--- src/hdl/qpd_pkg.sv ---
package qpd_pkg;

  typedef struct packed {
    logic [7:0] in_byte;
    logic       in_last;
  } qpd_in_t;

  typedef struct packed {
    logic [7:0] out_byte;
    logic       run_end;
    logic       is_terminator;
    logic       truncated;
  } qpd_out_t;

  // Configuration register indexes
  typedef enum logic {
    CFG_Q_MODE    = 1'b0,
    CFG_OUT_LIMIT = 1'b1
  } qpd_cfg_idx_t;

  localparam int CFG_DATA_W = 16;
  localparam int CNT_W      = 16;
  localparam int MAX_RES    = 4;
  localparam int RES_CNT_W  = $clog2(MAX_RES + 1);
  localparam int RES_IDX_W  = $clog2(MAX_RES);

  localparam logic [7:0] CH_NUL = 8'h00;
  localparam logic [7:0] CH_LF  = 8'h0A;
  localparam logic [7:0] CH_CR  = 8'h0D;
  localparam logic [7:0] CH_SP  = 8'h20;
  localparam logic [7:0] CH_EQ  = 8'h3D;
  localparam logic [7:0] CH_US  = 8'h5F;

  localparam logic                  Q_MODE_RST    = 1'b1;
  localparam logic [CNT_W-1:0]      OUT_LIMIT_RST = 16'hFFFF;

  function automatic logic hex_ok(input logic [7:0] c);
    return (c >= 8'h30 && c <= 8'h39) || (c >= 8'h41 && c <= 8'h46) ||
           (c >= 8'h61 && c <= 8'h66);
  endfunction

  function automatic logic [3:0] hex_nib(input logic [7:0] c);
    logic [7:0] v;
    v = 8'h00;
    if (c >= 8'h30 && c <= 8'h39) v = c - 8'h30;
    else if (c >= 8'h41 && c <= 8'h46) v = c - 8'h37;
    else if (c >= 8'h61 && c <= 8'h66) v = c - 8'h57;
    return v[3:0];
  endfunction

endpackage

--- src/hdl/quoted_printable_decoder.sv ---
// Quoted-printable decoder, one encoded byte per input beat. "=XX" (hex of either case) gives
// one byte, "_" gives a space when q_mode is set, and outside q_mode the soft breaks "=CRLF",
// "=CR" and "=LF" give nothing; a bad escape is passed through literally. A zero byte ends the
// text, and the beat with in_last set flushes any open escape and closes with a terminator
// result (out_byte zero), after which the text state clears. Decoded bytes beyond out_limit are
// dropped and flagged in truncated. Each input beat yields zero to four results, the last one
// marked run_end. The block takes one input beat per cycle while each beat yields at most one
// result and out_stall is low; a beat's results fill the four-entry result buffer, which
// drains one result per cycle while out_stall is low. A beat is held in in_hold_r, then its
// results in res_r. Write configuration only while the block is idle; cfg_ready is always high.
module quoted_printable_decoder
  import qpd_pkg::*;
(
  input  logic                  clk,
  input  logic                  rst_n,
  input  logic                  in_valid,
  output logic                  in_stall,
  input  qpd_in_t               in_data,
  output logic                  out_valid,
  input  logic                  out_stall,
  output qpd_out_t              out_data,
  input  logic                  cfg_valid,
  output logic                  cfg_ready,
  input  qpd_cfg_idx_t          cfg_index,
  input  logic [CFG_DATA_W-1:0] cfg_data
);

  typedef enum logic [1:0] {
    PH_IDLE = 2'd0,
    PH_EQ   = 2'd1,
    PH_HEX  = 2'd2,
    PH_CR   = 2'd3
  } phase_t;

  logic                 q_mode_r;
  logic [CNT_W-1:0]     out_limit_r;

  logic                 in_vld_r;
  qpd_in_t              in_hold_r;

  phase_t               phase_r, phase_nxt;
  logic [7:0]           held_r, held_nxt;
  logic [CNT_W-1:0]     count_r, count_nxt;
  logic                 ended_r, ended_nxt;
  logic                 drop_r, drop_nxt;

  qpd_out_t             res_r [MAX_RES];
  logic [RES_CNT_W-1:0] res_cnt_r;

  qpd_out_t             ent [MAX_RES];
  logic [7:0]           cand [MAX_RES];
  logic [RES_IDX_W-1:0] k;
  logic [RES_IDX_W-1:0] n_emit;
  logic [RES_CNT_W-1:0] n_total;
  logic [CNT_W-1:0]     room;
  logic                 do_fresh;
  logic                 trunc_term;

  logic                 out_pop;
  logic                 buf_free;
  logic                 proc_go;
  logic                 in_take;

  assign cfg_ready = 1'b1;
  assign out_valid = (res_cnt_r != '0);
  assign out_data  = res_r[0];
  assign out_pop   = out_valid && !out_stall;
  assign buf_free  = (res_cnt_r == '0) ||
                     ((res_cnt_r == RES_CNT_W'(1)) && out_pop);
  assign proc_go   = in_vld_r && buf_free;
  assign in_stall  = in_vld_r && !buf_free;
  assign in_take   = in_valid && !in_stall;

  // Decode one held beat into up to three candidate bytes plus the next text state
  always_comb begin
    logic [7:0] c;
    logic       last;
    c          = in_hold_r.in_byte;
    last       = in_hold_r.in_last;
    phase_nxt  = phase_r;
    held_nxt   = held_r;
    ended_nxt  = ended_r;
    do_fresh   = 1'b0;
    k          = '0;
    for (int j = 0; j < MAX_RES; j++) begin
      cand[j] = CH_NUL;
    end

    if (!ended_r) begin
      phase_nxt = PH_IDLE;
      unique case (phase_r)
        PH_EQ: begin
          if (!q_mode_r && c == CH_CR) begin
            phase_nxt = PH_CR;
          end else if (!q_mode_r && c == CH_LF) begin
            phase_nxt = PH_IDLE;
          end else if (hex_ok(c)) begin
            held_nxt  = c;
            phase_nxt = PH_HEX;
          end else begin
            cand[k]  = CH_EQ;
            k        = k + 1'b1;
            do_fresh = 1'b1;
          end
        end
        PH_HEX: begin
          if (hex_ok(c)) begin
            cand[k] = {hex_nib(held_r), hex_nib(c)};
            k       = k + 1'b1;
          end else begin
            cand[k]  = CH_EQ;
            k        = k + 1'b1;
            cand[k]  = held_r;
            k        = k + 1'b1;
            do_fresh = 1'b1;
          end
        end
        PH_CR: begin
          do_fresh = (c != CH_LF);
        end
        default: begin
          do_fresh = 1'b1;
        end
      endcase

      if (do_fresh) begin
        if (c == CH_NUL) begin
          ended_nxt = 1'b1;
        end else if (c == CH_EQ) begin
          phase_nxt = PH_EQ;
        end else begin
          cand[k] = (q_mode_r && c == CH_US) ? CH_SP : c;
          k       = k + 1'b1;
        end
      end
      if (ended_nxt) begin
        phase_nxt = PH_IDLE;
      end
    end

    // Flush an open escape on the final beat
    if (last) begin
      if (phase_nxt == PH_EQ) begin
        cand[k] = CH_EQ;
        k       = k + 1'b1;
      end else if (phase_nxt == PH_HEX) begin
        cand[k] = CH_EQ;
        k       = k + 1'b1;
        cand[k] = held_nxt;
        k       = k + 1'b1;
      end
    end
  end

  // Apply the output limit and lay out the result entries
  always_comb begin
    room       = (out_limit_r > count_r) ? (out_limit_r - count_r) : '0;
    n_emit     = (room >= CNT_W'(k)) ? k : room[RES_IDX_W-1:0];
    count_nxt  = count_r + CNT_W'(n_emit);
    drop_nxt   = drop_r || (k != n_emit);
    trunc_term = drop_nxt;
    n_total    = RES_CNT_W'(n_emit) + RES_CNT_W'(in_hold_r.in_last);

    for (int j = 0; j < MAX_RES; j++) begin
      ent[j].out_byte      = (RES_CNT_W'(j) < RES_CNT_W'(n_emit)) ? cand[j] : CH_NUL;
      ent[j].is_terminator = (RES_CNT_W'(j) == RES_CNT_W'(n_emit)) && in_hold_r.in_last;
      ent[j].truncated     = ent[j].is_terminator ? trunc_term : drop_r;
      ent[j].run_end       = (RES_CNT_W'(j + 1) == n_total);
    end
  end

  always_ff @(posedge clk) begin
    if (!rst_n) begin
      q_mode_r    <= Q_MODE_RST;
      out_limit_r <= OUT_LIMIT_RST;
      in_vld_r    <= 1'b0;
      phase_r     <= PH_IDLE;
      held_r      <= '0;
      count_r     <= '0;
      ended_r     <= 1'b0;
      drop_r      <= 1'b0;
      res_cnt_r   <= '0;
    end else begin
      if (cfg_valid && cfg_ready) begin
        unique case (cfg_index)
          CFG_Q_MODE:    q_mode_r    <= cfg_data[0];
          CFG_OUT_LIMIT: out_limit_r <= cfg_data[CNT_W-1:0];
          default:       ;
        endcase
      end

      if (in_take) begin
        in_vld_r <= 1'b1;
      end else if (proc_go) begin
        in_vld_r <= 1'b0;
      end

      if (proc_go) begin
        if (in_hold_r.in_last) begin
          // Terminator closes the text: start the next one clean
          phase_r <= PH_IDLE;
          held_r  <= '0;
          count_r <= '0;
          ended_r <= 1'b0;
          drop_r  <= 1'b0;
        end else begin
          phase_r <= phase_nxt;
          held_r  <= held_nxt;
          count_r <= count_nxt;
          ended_r <= ended_nxt;
          drop_r  <= drop_nxt;
        end
        res_cnt_r <= n_total;
      end else if (out_pop) begin
        res_cnt_r <= res_cnt_r - 1'b1;
      end
    end

    if (in_take) begin
      in_hold_r <= in_data;
    end

    if (proc_go) begin
      for (int j = 0; j < MAX_RES; j++) begin
        res_r[j] <= ent[j];
      end
    end else if (out_pop) begin
      // Advance the result queue by one beat
      for (int j = 0; j < MAX_RES - 1; j++) begin
        res_r[j] <= res_r[j+1];
      end
    end
  end

`ifndef SYNTHESIS
  a_res_cnt_bound: assert property (@(posedge clk) disable iff (!rst_n)
    res_cnt_r <= RES_CNT_W'(MAX_RES))
    else $error("result buffer count out of range");

  a_term_ends_run: assert property (@(posedge clk) disable iff (!rst_n)
    out_valid && out_data.is_terminator |-> out_data.run_end)
    else $error("terminator not marked as end of run");

  a_stall_needs_hold: assert property (@(posedge clk) disable iff (!rst_n)
    in_stall |-> in_vld_r && res_cnt_r != '0)
    else $error("input stalled with nothing pending");

  a_ended_no_escape: assert property (@(posedge clk) disable iff (!rst_n)
    ended_r |-> phase_r == PH_IDLE)
    else $error("escape open after end of text");

  a_pop_shrinks: assert property (@(posedge clk) disable iff (!rst_n)
    out_pop && !proc_go |=> res_cnt_r == $past(res_cnt_r) - 1'b1)
    else $error("result buffer did not advance on output beat");
`endif

endmodule

--- config.mk ---
export PLATFORM = sky130hd
export DESIGN_NAME = quoted_printable_decoder
export DESIGN_NICKNAME = d
export VERILOG_FILES = /design/src/hdl/qpd_pkg.sv /design/src/hdl/quoted_printable_decoder.sv
export SDC_FILE = /design/constraint.sdc
export NUM_CORES = 1
export LEC_CHECK = 0
export BUFFER_PORTS_ARGS = -buffer_cell sky130_fd_sc_hd__buf_2
export CAP_MARGIN = 25
export CORE_ASPECT_RATIO = 0.75
export CORE_MARGIN = 2
export CORE_UTILIZATION = 56
export DETAILED_ROUTE_END_ITERATION = 8
export GPL_ROUTABILITY_DRIVEN = 0
export GPL_TIMING_DRIVEN = 1
export PLACE_DENSITY = 0.78
export SLEW_MARGIN = 20
export SYNTH_ARGS = -nofsm -noshare
export SYNTH_HDL_FRONTEND = slang
export SYNTH_SLANG_ARGS = --single-unit
--- constraint.sdc ---
create_clock -name clk -period 6.9 [get_ports clk]
set_input_delay 1.38 -clock clk [delete_from_list [all_inputs] [get_ports clk]]
set_output_delay 1.38 -clock clk [all_outputs]
set_load 0.005 [all_outputs]
---- After elaboration in Yosys (flattened, before gate mapping) ----
Memories as Yosys holds them, arrays and structs flattened.
Cells that the tools add are included.
storage, ports and cells
  bits in registers ....................... 58
  bits in latches ......................... 0
  RAM bits ................................ 44
  ROM bits ................................ 0
  input port bits ......................... 31
  output and inout port bits .............. 14
  logic and storage cells ................. 207
  memories ................................ 1
memory list
  name   words  bits a word  rd ports  clocked after memory_dff  wr ports  RTL line                        text
  res_r  4      11           4         0                         4         quoted_printable_decoder.sv:47  qpd_out_t res_r [MAX_RES];
operators by class
  add/sub/neg operators ................... 13
  multiply operators ...................... 0
  divide/modulo/power cells ............... 0
  order comparisons ....................... 23
  eq/ne operators ......................... 19
  shifts and indexed selects .............. 0
  muxes and demuxes ....................... 93
  bitwise logic cells ..................... 10
  reduce and logical (&&, ||, !) cells .... 37
operators by type and width
  cell                                                             count
  two-way mux 32 bit                                               7
  two-way mux 8 bit                                                18
  bitwise mux 32 bit                                               2
  demux 8 bit (select 2 bit)                                       3
  two-way mux 2 bit                                                20
  two-way mux 11 bit                                               3
  >= comparator 8 x 7 -> 1 bit (second input constant)             4
  less-or-equal comparator 8 x 7 -> 1 bit (second input constant)  4
  two-way mux 16 bit                                               2
  two-way mux 1 bit                                                24
  two-way mux 4 bit                                                6
  logical AND 1 bit                                                21
  OR 20 bit                                                        1
  two-way mux 6 bit                                                3
  adder 16 x 2 -> 16 bit                                           1
  == test 8 x 4 -> 1 bit (second input constant)                   2
  >= comparator 16 x 2 -> 1 bit                                    1
  >= comparator 8 x 6 -> 1 bit (second input constant)             2
  greater-than comparator 16 bit                                   1
  less-or-equal comparator 8 x 6 -> 1 bit (second input constant)  2
  one-hot mux 8 bit (2 select lines)                               1
  subtractor 16 bit                                                1
  subtractor 4 x 3 -> 4 bit (second input constant)                4
  AND 12 bit                                                       1
  35 further kinds                                                 61

---- Logic depth before layout (Yosys ltp) ----
  depth in word-level cells ............... 27
  mapped depth ............................ 31
  gate-level depth less buffers ........... 30

---- Worst setup path before layout ----
Ideal clock, no wire load.
  kind .................................... reg-to-reg
  start point ............................. reg in_hold_r[2] in the netlist's numbering
  end point ............................... reg count_r[14]
  library setup time ...................... 128 ps
  arrival time ............................ 6507 ps
  required time ........................... 6772 ps
  slack ................................... 265 ps
  stages on the path, launching flop included .. 32
  buffers on the path ..................... 1
  period minus slack after synthesis ...... 6635 ps
  path through ............................ edfxtp_1 inv_1 ha_1 nor4_1 a211o_1 a21oi_1 mux2i_1 inv_1 ha_1 nor2_1 nand3_1 o32ai_2 ha_1 o211a_1 o2111ai_1 o211ai_4 ha_1 a21oi_1 o2111a_1 nand4_1 nor4_1 nand4_1 o2bb2ai_1 buf_4 ha_1 inv_1 fa_1 nor4_1 nor2b_1 nand2_1 xnor2_1 nor2_1
on the way
  word-level cells in the longest chain between the ends .. 23
RTL lines
  element                                                     RTL line                                                         text
  from (decl)                                                 quoted_printable_decoder.sv:39                                   qpd_in_t in_hold_r;
  from (signal assigned)                                      quoted_printable_decoder.sv:220                                  in_hold_r <= in_data;
  >= comparator 8 x 6 -> 1 bit, or another cell as far along  qpd_pkg.sv:38                                                    return (c >= 8'h30 && c <= 8'h39) || (c >= 8'h41 && c <= 8'h46) ||
  logical AND 1 bit                                           qpd_pkg.sv:38
  logical OR 1 bit (2 in series)                              qpd_pkg.sv:38
  two-way mux 1 bit                                           quoted_printable_decoder.sv:97, quoted_printable_decoder.sv:107
  two-way mux 1 bit                                           quoted_printable_decoder.sv:95                                   end else if (!q_mode_r && c == CH_LF) begin
  two-way mux 1 bit                                           quoted_printable_decoder.sv:93                                   if (!q_mode_r && c == CH_CR) begin
  one-hot mux 2 bit (2 select lines)                          quoted_printable_decoder.sv:91                                   unique case (phase_r)
  two-way mux 2 bit                                           quoted_printable_decoder.sv:89                                   if (!ended_r) begin
  [6 not listed]                                              --
  adder 2 x 1 -> 2 bit                                        quoted_printable_decoder.sv:150                                  k = k + 1'b1;
  two-way mux 2 bit                                           quoted_printable_decoder.sv:146                                  end else if (phase_nxt == PH_HEX) begin
  two-way mux 2 bit                                           quoted_printable_decoder.sv:143                                  if (phase_nxt == PH_EQ) begin
  two-way mux 2 bit (*)                                       quoted_printable_decoder.sv:142                                  if (last) begin
  >= comparator 16 x 2 -> 1 bit                               quoted_printable_decoder.sv:158                                  n_emit = (room >= CNT_W'(k)) ? k : room[RES_IDX_W-1:0];
  two-way mux 2 bit (*)                                       quoted_printable_decoder.sv:158
  adder 16 x 2 -> 16 bit (*)                                  quoted_printable_decoder.sv:159                                  count_nxt = count_r + CNT_W'(n_emit);
  two-way mux 16 bit (*)                                      quoted_printable_decoder.sv:199                                  if (in_hold_r.in_last) begin
  to (signal assigned)                                        quoted_printable_decoder.sv:209                                  count_r <= count_nxt;
  to (decl)                                                   quoted_printable_decoder.sv:43                                   logic [CNT_W-1:0] count_r, count_nxt;
Every way passes the cells marked *; elsewhere a longest branch is shown, timed or not. The select of a mux whose other input is x is not followed.
A chain may end at the register's enable or synchronous reset.

---- Final worst setup path ----
  start point ............................. reg in_hold_r[8] in the netlist's numbering
  end point ............................... reg count_r[14]
The elaborated chain is that of the path after synthesis.

==> flow_summary_export.csv <==
group,metric,value,unit
run_status,status,"completed",
synthesis,synth_xor_area_share,3.11,%
worst_setup_path,critPathKind,"reg -> reg",
floorplanning,coreArea,11700,um^2
synthesis,synth_ff_type,"dfxtp_1",
synthesis,synth_edf_count,45,
synthesis,synth_async_sr_flop_share,0,%
synthesis,syn_area_per_cell,8.41,um^2
pwr,intPower,1230,uW
clock_tree,tritoncts,"done",
cells_and_area,drive_gt1_share,14.0,%
synthesis,syn_nets,883,
synthesis,synthDistinctLibCells,81,
floorplanning,die_h,99.2,um
drt,m1WireLength,8.09,mm
pwr,sequentialPowerShare,44.4,%
drt,viasPerCell,6.33,
clock_tree,cts-root-buf,"clkbuf_16",
clock_tree,holdBufCountCts,0,
timing,setup_tns,0,ns
drt,top_layer_used,"met4",
timing,maxSlewHeadroom,40.3,%
worst_setup_path,crit_path_end_kind,"flip-flop",
floorplanning,start_util,57.8,%
drt,met3_length,1.83,mm
pwr,comb_power_share,26.9,%
floorplanning,dieArea,13000,um^2
pwr,power_density,237,nW/um^2
cells_and_area,fillers,984,
timing,hold_slack,0.474,ns
synthesis,yosys.area_share.simple,24.2,%
clock_tree,cts_buffers,9,
global_route,grt_start_max_net_pins,35,
run,cap_violations,0,
timing,hold_viol,0,
worst_setup_path,crit_top_cell,"ha_1",
drt,num_vias,6372,
min_path,hp-class,"reg -> reg",
global_route,grt.overflow.total,0,
worst_setup_path,cp_max_fo,10,
worst_setup_path,crit_required,7.14,ns
clock_tree,clock_latency,0.35,ns
synthesis,synth_compound_area_share,21.9,%
synthesis,synth_cells,804,
drt,wl_per_cell,18.1,um
drt,drtIter0Drc,876,
clock_tree,cts_max_path_buffers,2,
timing,tightestPinTransition,0.873,ns
min_path,hp-start,"out_limit_r[9]$_SDFFE_PN1P_",
synthesis,muxShareOfSynthArea,1.54,%
pwr,clock_power_share,28.7,%
place,port_buffers,43,
drt,ant_nets,0,
drt,drt_pass1_iterations,8,
timing,slew_viol_final,0,
timing,finClkSkew,0.00586,ns
timing,period_needed,6.67,ns
worst_setup_path,cp_top_family,"simple AND/OR/NAND/NOR gates",
clock_tree,cts_sinks,94,
cells_and_area,nets,918,
floorplanning,ios,45,
worst_setup_path,path_buf_inv,2,
clock_tree,clkTransAtPathRegs,0.06,ns
pwr,p_sw,558,uW
global_route,grt_pass1_wl,29.5,mm
clock_tree,cts_htree_levels,3,
drt,wirelength,18.2,mm
place,post-dp-hpwl,13.4,mm
worst_setup_path,r2r_start,"in_hold_r[8]$_DFFE_PP_",
worst_setup_path,ff2ff_setup_slack,0.23,ns
synthesis,ys_ff_latch,94,
pwr,ir_drop,162,uV
worst_setup_path,crit_path_max_incr_delay,0.67,ns
synthesis,ys_seq_area_share,34.5,%
synthesis,synth_adder_area_share,9.11,%
timing,setup_viol,0,
cells_and_area,final-seq-area,2330,um^2
timing,fmax,150,MHz
timing,fin_crit_sh,96.7,%
synthesis,syn-cell-area,6760,um^2
worst_setup_path,critPathLaunchType,"flip-flop",
global_route,grt_pass1_vias,6013,
floorplanning,rows,34,
cells_and_area,areaGrowthSynthToFinish,11.9,%
worst_setup_path,crit_arrival,6.92,ns
worst_setup_path,slowest_stage,"or4b_1",
worst_setup_path,crit_start,"in_hold_r[8]$_DFFE_PP_",
cells_and_area,antenna_cells,0,
global_route,globalRouteTotalUtil,28.8,%
synthesis,synth_top_family_by_area,"simple AND/OR/NAND/NOR gates",
cells_and_area,fin_cells,1006,
drt,wl_met2,7.90,mm
pwr,swShare,31.2,%
place,placed_cells,981,
pwr,p_leak,0.00297,uW
drt,drc,0,
synthesis,ys_warn_count,0,
cells_and_area,multi_input_area,4130,um^2
floorplanning,die_width,131,um
global_route,antenna_found_initial,0,
[Yosys cell counts, types with 19 or more instances]
cell      number  area (um^2)
nand2_1      106          398
nor2_1        65          244
inv_1         51          191
dfxtp_1       49          981
ha_1          46          576
edfxtp_1      45         1350
a21oi_1       41          205
clkbuf_1      36          135
nand3_1       32          160
o21ai_0       27          135
xnor2_1       22          193
nor2b_1       20          125
and3_1        19          119
nor3_1        19         95.1
[kinds of logic after synthesis]
group | Yosys count
adder cells (fa/ha/maj) | 48
flip-flops | 94
XOR/XNOR | 24
AO/OA/AOI/OAI | 206
buffers and inverters | 94
multiplexers | 10
AND/OR/NAND/NOR | 327
other | 1
[final timing paths]
kind	endpoint	cells past startpoint
worst min-delay path	out_limit_r[9]$_SDFFE_PN1P_	2
worst min register to register	out_limit_r[9]$_SDFFE_PN1P_	2
worst max-delay path	count_r[14]$_SDFFE_PN0P_	26
worst max register to register	count_r[14]$_SDFFE_PN0P_	26
[what timing repair did]
item                                    in CTS  in global routing
hold endpoints to repair                     0                  0
endpoints found under the setup margin       1                 11
resized for setup                            1                 12
setup buffers                                0                  8
pin swaps                                    0                  2
[area by class of cell]
type | instances | area share, %
timing repair buffer | 67 | 5.23
sequential | 94 | 30.8
tap | 162 | 2.68
clock buffer | 11 | 3.36
clock inverter | 5 | 0.745
inverter | 51 | 2.53
multi-input combinational | 616 | 54.6
[power by group through the flow]
stage / Combinational [uW] / Clock, uW / Sequential (uW)
2_1_floorplan: 313 / 0 / 799
3_3_place_gp: 442 / 0 / 803
3_5_place_dp: 459 / 0 / 809
4_1_cts: 462 / 519 / 798
5_1_grt: 537 / 538 / 809
6_report: 481 / 513 / 795
[per-stage QoR]
step | power (uW) | worst slack (ns) | area, um^2 | utilization (%)
6_report | 1790 | 0.226 | 7560 | 64.6
5_1_grt | 1880 | -0.108 | 7560 | 64.6
4_1_cts | 1780 | 0.0965 | 7420 | 63.4
3_5_place_dp | 1270 | 0.0206 | 7110 | 60.7
3_3_place_gp | 1250 | 0.326 | 7100 | 60.7
2_1_floorplan | 1110 | 0.265 | 6760 | -
[layer usage]
metal | up-vias | GRT usage (%)
met2 | 359 | 44.5
met4 | 0 | 7.36
met5 | - | 0
li1 | 2990 | -
met3 | 68 | 6.67
met1 | 2955 | 40.9
[sequential cells by signal, indices dropped and copies added (netlist names), 2 cells and up]
signal / flops
res_r: 36
count_r: 16
out_limit_r: 16
in_hold_r: 9
held_r: 8
res_cnt_r: 3
phase_r: 2
[cells in the final DEF, fill, tap and decap left out, types with 27 or more instances in the layout]
cell and count:
buf_2 43, o21ai_0 27, ha_1 45, nor2_1 64, dfxtp_1 49, a21oi_1 40
nand2_1 106, nand3_1 32, inv_1 50, edfxtp_1 45
[tightest hold or removal path: stages (launching register included)]
cell and delay [ns]:
dfxtp_1 0.31, nand2_1 0.05, nand3_1 0.06
Power figures use the tool's default switching activity.
